## config.mk

```make
export PLATFORM = sky130hd
export DESIGN_NAME = ipv6_address_text_parser
export DESIGN_NICKNAME = d
export VERILOG_FILES = /design/src/hw/rtl/ipv6atp_pkg.sv /design/src/hw/rtl/ipv6_address_text_parser.sv
export SDC_FILE = /design/constraint.sdc
export NUM_CORES = 1
export LEC_CHECK = 0
export BUFFER_PORTS_ARGS = -buffer_cell sky130_fd_sc_hd__clkbuf_2
export CAP_MARGIN = 10
export CORE_MARGIN = 2
export CORE_UTILIZATION = 45
export DETAILED_ROUTE_END_ITERATION = 8
export SYNTH_ARGS = -nofsm -noshare
export SYNTH_HDL_FRONTEND = slang
export SYNTH_SLANG_ARGS = --single-unit
```

## constraint.sdc

```tcl
create_clock -name clk_i -period 22.5 [get_ports clk_i]
set_input_delay 5.625 -clock clk_i [delete_from_list [all_inputs] [get_ports clk_i]]
set_output_delay 5.625 -clock clk_i [all_outputs]
set_load 0.02 [all_outputs]
```

## src/hw/rtl/ipv6atp_pkg.sv

```systemverilog
package ipv6atp_pkg;

  localparam int unsigned NumGroups = 8;
  localparam int unsigned WordWidth = 16;

  localparam logic [7:0] ChOpenBracket  = 8'h5B;
  localparam logic [7:0] ChCloseBracket = 8'h5D;
  localparam logic [7:0] ChPipe         = 8'h7C;
  localparam logic [7:0] ChColon        = 8'h3A;
  localparam logic [7:0] ChDot          = 8'h2E;
  localparam logic [7:0] ChDigit0       = 8'h30;
  localparam logic [7:0] ChDigit9       = 8'h39;
  localparam logic [7:0] ChUpperA       = 8'h41;
  localparam logic [7:0] ChUpperF       = 8'h46;
  localparam logic [7:0] ChLowerA       = 8'h61;
  localparam logic [7:0] ChLowerF       = 8'h66;

  localparam logic [3:0] LetterOffset = 4'd9;
  localparam logic [3:0] GroupsFull   = 4'd8;

  typedef struct packed {
    logic [7:0] ch;
    logic       last;
  } in_item_t;

  typedef struct packed {
    logic [15:0] word0;
    logic [15:0] word1;
    logic [15:0] word2;
    logic [15:0] word3;
    logic [15:0] word4;
    logic [15:0] word5;
    logic [15:0] word6;
    logic [15:0] word7;
    logic [15:0] port_number;
    logic        ok;
  } out_item_t;

endpackage

```

## src/hw/rtl/ipv6_address_text_parser.sv

```systemverilog
// Channel  Direction  Handshake                 Payload
// in       input      in_valid_i / in_stall_o   in_data_i   (ch, last)
// out      output     out_valid_o / out_stall_i out_data_o  (word0..word7, port_number, ok)
//
// One character per cycle unless the input stalls: a character is registered, then parsed in one pass
// into the running state; a last character also forms the result that cycle.
// The result is registered in the output register, or in the skid entry when that register is held.
// Reset clears all parse state; the group stores hold no reset value.
// A two-entry output (register plus skid) absorbs stalls; input stalls only
// when a last character waits while both output entries are full.
module ipv6_address_text_parser (
  input  logic                   clk_i,
  input  logic                   rst_ni,
  input  logic                   in_valid_i,
  output logic                   in_stall_o,
  input  ipv6atp_pkg::in_item_t  in_data_i,
  output logic                   out_valid_o,
  input  logic                   out_stall_i,
  output ipv6atp_pkg::out_item_t out_data_o
);

  logic                  item_valid_q, item_valid_d;
  ipv6atp_pkg::in_item_t item_q;
  logic                  in_accept, advance;

  logic [3:0]        gc_q, gc_d;
  logic [3:0]        zrp_q, zrp_d;
  logic [15:0]       hex_q, hex_d;
  logic [15:0]       dec_q, dec_d;
  logic [7:0]        half_q, half_d;
  logic              dotted_q, dotted_d;
  logic              await_q, await_d;
  logic              brk_q, brk_d;
  logic              cla_q, cla_d;
  logic              stop_q, stop_d;
  logic              fail_q, fail_d;
  logic [7:0][15:0]  hd_q, hd_d;
  logic [7:0][15:0]  sh_q, sh_d;

  logic [7:0]        c;
  logic [7:0]        psep;
  logic              take;
  logic [3:0]        hv;
  logic [15:0]       grp;
  logic [15:0]       port;
  logic [3:0]        zpos;
  logic [3:0]        span;
  logic [7:0][15:0]  words;

  ipv6atp_pkg::out_item_t res;
  logic                   res_valid;
  logic                   out_valid_q, skid_valid_q;
  ipv6atp_pkg::out_item_t out_q, skid_q;
  logic                   drain;

  assign advance    = item_valid_q && (!item_q.last || !skid_valid_q);
  assign in_stall_o = item_valid_q && !advance;
  assign in_accept  = in_valid_i && !in_stall_o;
  assign res_valid  = advance && item_q.last;
  assign drain      = out_valid_q && !out_stall_i;

  always_comb begin
    item_valid_d = item_valid_q;
    if (in_accept) begin
      item_valid_d = 1'b1;
    end else if (advance) begin
      item_valid_d = 1'b0;
    end
  end

  always_comb begin
    gc_d     = gc_q;
    zrp_d    = zrp_q;
    hex_d    = hex_q;
    dec_d    = dec_q;
    half_d   = half_q;
    dotted_d = dotted_q;
    await_d  = await_q;
    brk_d    = brk_q;
    cla_d    = cla_q;
    stop_d   = stop_q;
    fail_d   = fail_q;
    hd_d     = hd_q;
    sh_d     = sh_q;
    c        = item_q.ch;
    psep     = brk_q ? ipv6atp_pkg::ChColon : ipv6atp_pkg::ChPipe;
    take     = 1'b1;
    hv       = 4'd0;
    grp      = 16'd0;
    port     = 16'd0;
    words    = '0;

    if (!fail_q && !stop_q) begin
      if (cla_q) begin
        cla_d = 1'b0;
        if (c == ipv6atp_pkg::ChColon) begin
          zrp_d = gc_q;
          take  = 1'b0;
        end
      end
      if (take) begin
        if (c == ipv6atp_pkg::ChOpenBracket) begin
          take = 1'b0;
        end else if (c == ipv6atp_pkg::ChCloseBracket) begin
          brk_d = 1'b1;
        end else if (c == psep || c == ipv6atp_pkg::ChColon || c == ipv6atp_pkg::ChDot) begin
          if (await_q) begin
            stop_d = 1'b1;
          end else if (gc_q[3]) begin
            fail_d = 1'b1;
          end else begin
            if (dotted_q || c != ipv6atp_pkg::ChDot) begin
              grp               = dotted_q ? {half_q, 8'd0} + dec_q : hex_q;
              hd_d[gc_d[2:0]]   = grp;
              sh_d              = {grp, sh_d[7:1]};
              gc_d              = gc_d + 4'd1;
              dotted_d          = 1'b0;
            end else begin
              half_d   = dec_q[7:0];
              dotted_d = 1'b1;
            end
            hex_d = 16'd0;
            dec_d = 16'd0;
            if (c == psep) begin
              await_d = 1'b1;
            end else begin
              cla_d = 1'b1;
            end
          end
        end else if (c inside {[ipv6atp_pkg::ChDigit0 : ipv6atp_pkg::ChDigit9]}) begin
          hv    = c[3:0];
          hex_d = {hex_q[11:0], hv};
          dec_d = {dec_q[12:0], 3'd0} + {dec_q[14:0], 1'b0} + {12'd0, hv};
        end else if (c inside {[ipv6atp_pkg::ChUpperA : ipv6atp_pkg::ChUpperF],
                               [ipv6atp_pkg::ChLowerA : ipv6atp_pkg::ChLowerF]}) begin
          hv    = c[3:0] + ipv6atp_pkg::LetterOffset;
          hex_d = {hex_q[11:0], hv};
          if (dotted_q) begin
            fail_d = 1'b1;
          end
        end else begin
          fail_d = 1'b1;
        end
      end
    end

    if (item_q.last && !fail_d) begin
      if (await_d) begin
        port = dec_d;
      end else if (gc_d[3]) begin
        fail_d = 1'b1;
      end else begin
        grp             = dotted_d ? {half_d, 8'd0} + dec_d : hex_d;
        hd_d[gc_d[2:0]] = grp;
        sh_d            = {grp, sh_d[7:1]};
        gc_d            = gc_d + 4'd1;
      end
    end

    zpos = (zrp_d > gc_d) ? gc_d : zrp_d;
    span = gc_d - zpos;
    for (int i = 0; i < ipv6atp_pkg::NumGroups; i++) begin
      if (4'(i) < zpos) begin
        words[i] = hd_d[i];
      end else if (5'(i) + {1'b0, span} >= 5'd8) begin
        words[i] = sh_d[i];
      end else begin
        words[i] = 16'd0;
      end
    end
    if (fail_d) begin
      words = '0;
      port  = 16'd0;
    end
  end

  always_comb begin
    res.word0       = words[0];
    res.word1       = words[1];
    res.word2       = words[2];
    res.word3       = words[3];
    res.word4       = words[4];
    res.word5       = words[5];
    res.word6       = words[6];
    res.word7       = words[7];
    res.port_number = port;
    res.ok          = !fail_d;
  end

  always_ff @(posedge clk_i or negedge rst_ni) begin
    if (!rst_ni) begin
      item_valid_q <= 1'b0;
      gc_q         <= 4'd0;
      zrp_q        <= 4'd0;
      hex_q        <= 16'd0;
      dec_q        <= 16'd0;
      half_q       <= 8'd0;
      dotted_q     <= 1'b0;
      await_q      <= 1'b0;
      brk_q        <= 1'b0;
      cla_q        <= 1'b0;
      stop_q       <= 1'b0;
      fail_q       <= 1'b0;
    end else begin
      item_valid_q <= item_valid_d;
      if (advance) begin
        if (item_q.last) begin
          gc_q     <= 4'd0;
          zrp_q    <= 4'd0;
          hex_q    <= 16'd0;
          dec_q    <= 16'd0;
          half_q   <= 8'd0;
          dotted_q <= 1'b0;
          await_q  <= 1'b0;
          brk_q    <= 1'b0;
          cla_q    <= 1'b0;
          stop_q   <= 1'b0;
          fail_q   <= 1'b0;
        end else begin
          gc_q     <= gc_d;
          zrp_q    <= zrp_d;
          hex_q    <= hex_d;
          dec_q    <= dec_d;
          half_q   <= half_d;
          dotted_q <= dotted_d;
          await_q  <= await_d;
          brk_q    <= brk_d;
          cla_q    <= cla_d;
          stop_q   <= stop_d;
          fail_q   <= fail_d;
        end
      end
    end
  end

  always_ff @(posedge clk_i) begin
    if (in_accept) begin
      item_q <= in_data_i;
    end
    if (advance) begin
      hd_q <= hd_d;
      sh_q <= sh_d;
    end
  end

  always_ff @(posedge clk_i or negedge rst_ni) begin
    if (!rst_ni) begin
      out_valid_q  <= 1'b0;
      skid_valid_q <= 1'b0;
    end else begin
      if (skid_valid_q) begin
        if (drain) begin
          skid_valid_q <= 1'b0;
        end
      end else if (res_valid) begin
        if (out_valid_q && !drain) begin
          skid_valid_q <= 1'b1;
        end else begin
          out_valid_q <= 1'b1;
        end
      end else if (drain) begin
        out_valid_q <= 1'b0;
      end
    end
  end

  always_ff @(posedge clk_i) begin
    if (skid_valid_q) begin
      if (drain) begin
        out_q <= skid_q;
      end
    end else if (res_valid) begin
      if (out_valid_q && !drain) begin
        skid_q <= res;
      end else begin
        out_q <= res;
      end
    end
  end

  assign out_valid_o = out_valid_q;
  assign out_data_o  = out_q;

  a_skid_behind_out: assert property (@(posedge clk_i) disable iff (!rst_ni)
    skid_valid_q |-> out_valid_q)
    else $error("skid entry held with empty output register");

  a_no_result_on_full: assert property (@(posedge clk_i) disable iff (!rst_ni)
    skid_valid_q |-> !res_valid)
    else $error("result formed while both output entries are full");

  a_group_count_range: assert property (@(posedge clk_i) disable iff (!rst_ni)
    gc_q <= ipv6atp_pkg::GroupsFull)
    else $error("group count beyond eight");

  a_zero_run_in_range: assert property (@(posedge clk_i) disable iff (!rst_ni)
    zrp_q <= gc_q)
    else $error("zero run position past stored groups");

  a_dotted_has_room: assert property (@(posedge clk_i) disable iff (!rst_ni)
    dotted_q |-> !gc_q[3])
    else $error("dotted half open with all groups stored");

endmodule

```

==> out/qor.csv <==
metric,value,unit
drt_iter0_markers,3184,
place_area,33700,um2
antenna_found_initial,4,
synth_nets,2996,
reg2reg_to,out_data_o[88],
yosys_most_used_dff,edfxtp_1,
cts_tree,done,
firstDrtPassIters,7,
holdPathEnd,zrp_q[3],
ctsResizeCount,0,
setup_viol,0,
syn_area,31900,um2
cp_max_fo,40,
yosysSeqAreaShare,0.568,
final_common_cell,edfxtp_1,
die_area,73000,um2
tightest_slew,1230,ps
path_delay_family,compound AO/OA/AOI/OAI gates,
drc,0,
r2r-start,c[2],
final_cell_mix,"edfxtp_1 (555), nor2_1 (295), nand2_1 (259)",
dieHeight,270,um
outcome,"complete, no violations",
n_fill_cell,6300,
max_freq,0.117,GHz
power_frac_clock,0.221,
nets,3091,
synthCells,2925,
rsz0062_at_grt,no,
post_cts_buffers,0,
synth.avg_cell_area,10.9,um2
numClockSinks,612,
reg2regPathDepth,24,
clk_latency,640,ps
crit_path_cell_trace,"or4bb_1, a211oi_4, o211ai_1, buf_4, nor2_2, buf_4, a21o_1, ha_1, nor3_1, nand2_1, nand2_1, ha_1, a21oi_1, o21ai_0, and2_1, a41o_1, a311oi_2, ha_1, inv_1, ha_1, nor2b_1, o221ai_2, nand4_2, o21ai_0",
cp-start-kind,flop,
drive_gt1_frac,0.152,
pwr-share-seq,0.380,
ios,160,
synth_edf_count,555,
vias,25518,
viasPerCell,6.36,
p_per_area,141,nW/um2
slew-limit-headroom,0.180,
numCtsBuffers,70,
ir_drop,0.116,mV
wire_per_inst,27.9,um
wl,112,mm
crit_top_cell,ha_1,
p_sw_frac,0.424,
grt_overflow,0,
slowest_stage,o221ai_2,
async_flop_share,0.0931,
rows,97,
max_stage_delay,830,ps
min-delay-start,zrp_q[3],
arrival,9000,ps
hold_depth,2,
core_area,70000,um2
slew_viol_final,0,
post-route-cell-area,35800,um2
area_growth,12.5,%
cp.required,22950,ps
period_needed,8560,ps
stdcell_count,4014,
dp_hpwl,71.4,mm
htreeDepth,3,
cts_buffer_depth,3,
hold_viol,0,
internal_power,2.92,mW
cts_root_buffer,clkbuf_16,
grt_start_max_net_pins,129,
skew,38.3,ps
die_w,270,um
combPwrFrac,0.399,
yosys_warnings,0,
rrSetupSlack,13940,ps
grt_use_total,0.301,
min_path_type,reg -> reg,
p_switching,2.15,mW
placedCellCount,3888,
hold_buffers,0,
grt_pass1_wl,164,mm
yosysUniqueCellTypes,96,
place.gp.congestion,0.924,
critPathKind,reg -> reg,
io_buffers,159,
drv_cap,0,
period_share,0.380,
initial_core_util,0.455,
p_leak,13.4,nW
synth_seq_cells,612,
cp-end-kind,flop,
crit_buf_inv,3,
grt_pass1_vias,23982,
clk_pin_slew_worst_paths,60,ps
ant_nets,0,
setup_tns,0,ps
## layer usage
layer  routed length [um]  GRT usage  vias up
li1                     -          -    11240
met1                46000      0.424    12569
met2                50500      0.465     1496
met3                10900     0.0461      213
met4                 4540      0.127        0
met5                    0          0        -
## worst max-delay path by stage
stage	startpoint	end	slack, ps	cells past startpoint
after global placement	out_stall_i	skid_q[28]	14100	4
after global routing	c[2]	out_data_o[88]	13430	24
after floorplan	out_stall_i	out_data_o[0]	9360	1
final	c[2]	out_data_o[88]	13940	24
after CTS	c[2]	out_data_o[88]	14100	24
after detailed placement	out_stall_i	skid_q[18]	14050	4
## metrics by stage
stage | hold slack (ps) | power [mW] | setup WS (ps) | utilization
global route | 532 | 5.29 | 13430 | 0.512
finish | 484 | 5.06 | 13940 | 0.512
global placement | 467 | 3.87 | 14100 | 0.481
detailed placement | 478 | 3.92 | 14050 | 0.481
CTS | 491 | 5.04 | 14100 | 0.512
floorplan | 449 | 3.23 | 9360 | -
## registers in the layout (all words and copies together), names as in the netlist, 4 cells and up
register and cells:
skid_q 145, half_q 8, zrp_q 4, hex_q 16
sh_q 128, hd_q 128, gc_q 4, c 8
dec_q 16, out_data_o 145
## cell families (layout without fill, tap and decap cells)
kind of cell / count (synthesis) / in the layout / share of synthesized area
other: 0 / 1 / 0
XOR/XNOR: 26 / 26 / 0.00738
adder cells (fa/ha/maj): 58 / 58 / 0.0237
AND/OR/NAND/NOR: 767 / 767 / 0.108
buffers and inverters: 385 / 533 / 0.0477
flip-flops: 612 / 612 / 0.568
AO/OA/AOI/OAI: 953 / 953 / 0.205
multiplexers: 124 / 124 / 0.0406
## power groups by stage
stage	Clock [mW]	Sequential (mW)	Combinational, mW
after floorplan	0	1.98	1.25
after global placement	0	1.93	1.95
after detailed placement	0	1.93	1.98
after CTS	1.13	1.91	1.99
after global routing	1.18	1.94	2.17
final	1.12	1.92	2.02
## cells in the mapped netlist (all sizes together), types with 53 or more instances
cell type,count,area (um2)
a21oi,148,744
dfrtp,57,1430
inv,186,698
a22oi,138,1040
o211ai,55,482
o21ai,256,1280
mux2i,82,821
nand2,260,976
nor2,298,1120
clkbuf,153,577
or2,53,332
edfxtp,555,16700
ha,54,676
o221ai,92,825
## worst register-to-register path, stage by stage, from the launching register on
cell and delay, ps:
edfxtp_1 590, or4bb_1 620, a211oi_4 470, o211ai_1 180, buf_4 220, nor2_2 90, buf_4 400, a21o_1 330
ha_1 270, nor3_1 320, nand2_1 180, nand2_1 200, ha_1 280, a21oi_1 150, o21ai_0 160, and2_1 290
a41o_1 290, a311oi_2 530, ha_1 290, inv_1 70, ha_1 490, nor2b_1 100, o221ai_2 830, nand4_2 660
o21ai_0 390
## area by class of cell
class / count / area [um2] / area share
Inverter: 188 / 713 / 0.0199
Antenna cell: 1 / 2.50 / 0.0000698
Timing Repair Buffer: 220 / 1250 / 0.0350
Clock inverter: 34 / 284 / 0.00793
Clock buffer: 91 / 1890 / 0.0528
Sequential cell: 612 / 18100 / 0.505
Multi-Input combinational cell: 1928 / 12400 / 0.347
Tap cell: 940 / 1180 / 0.0328
Note: power is estimated with default switching activity, not from simulation.
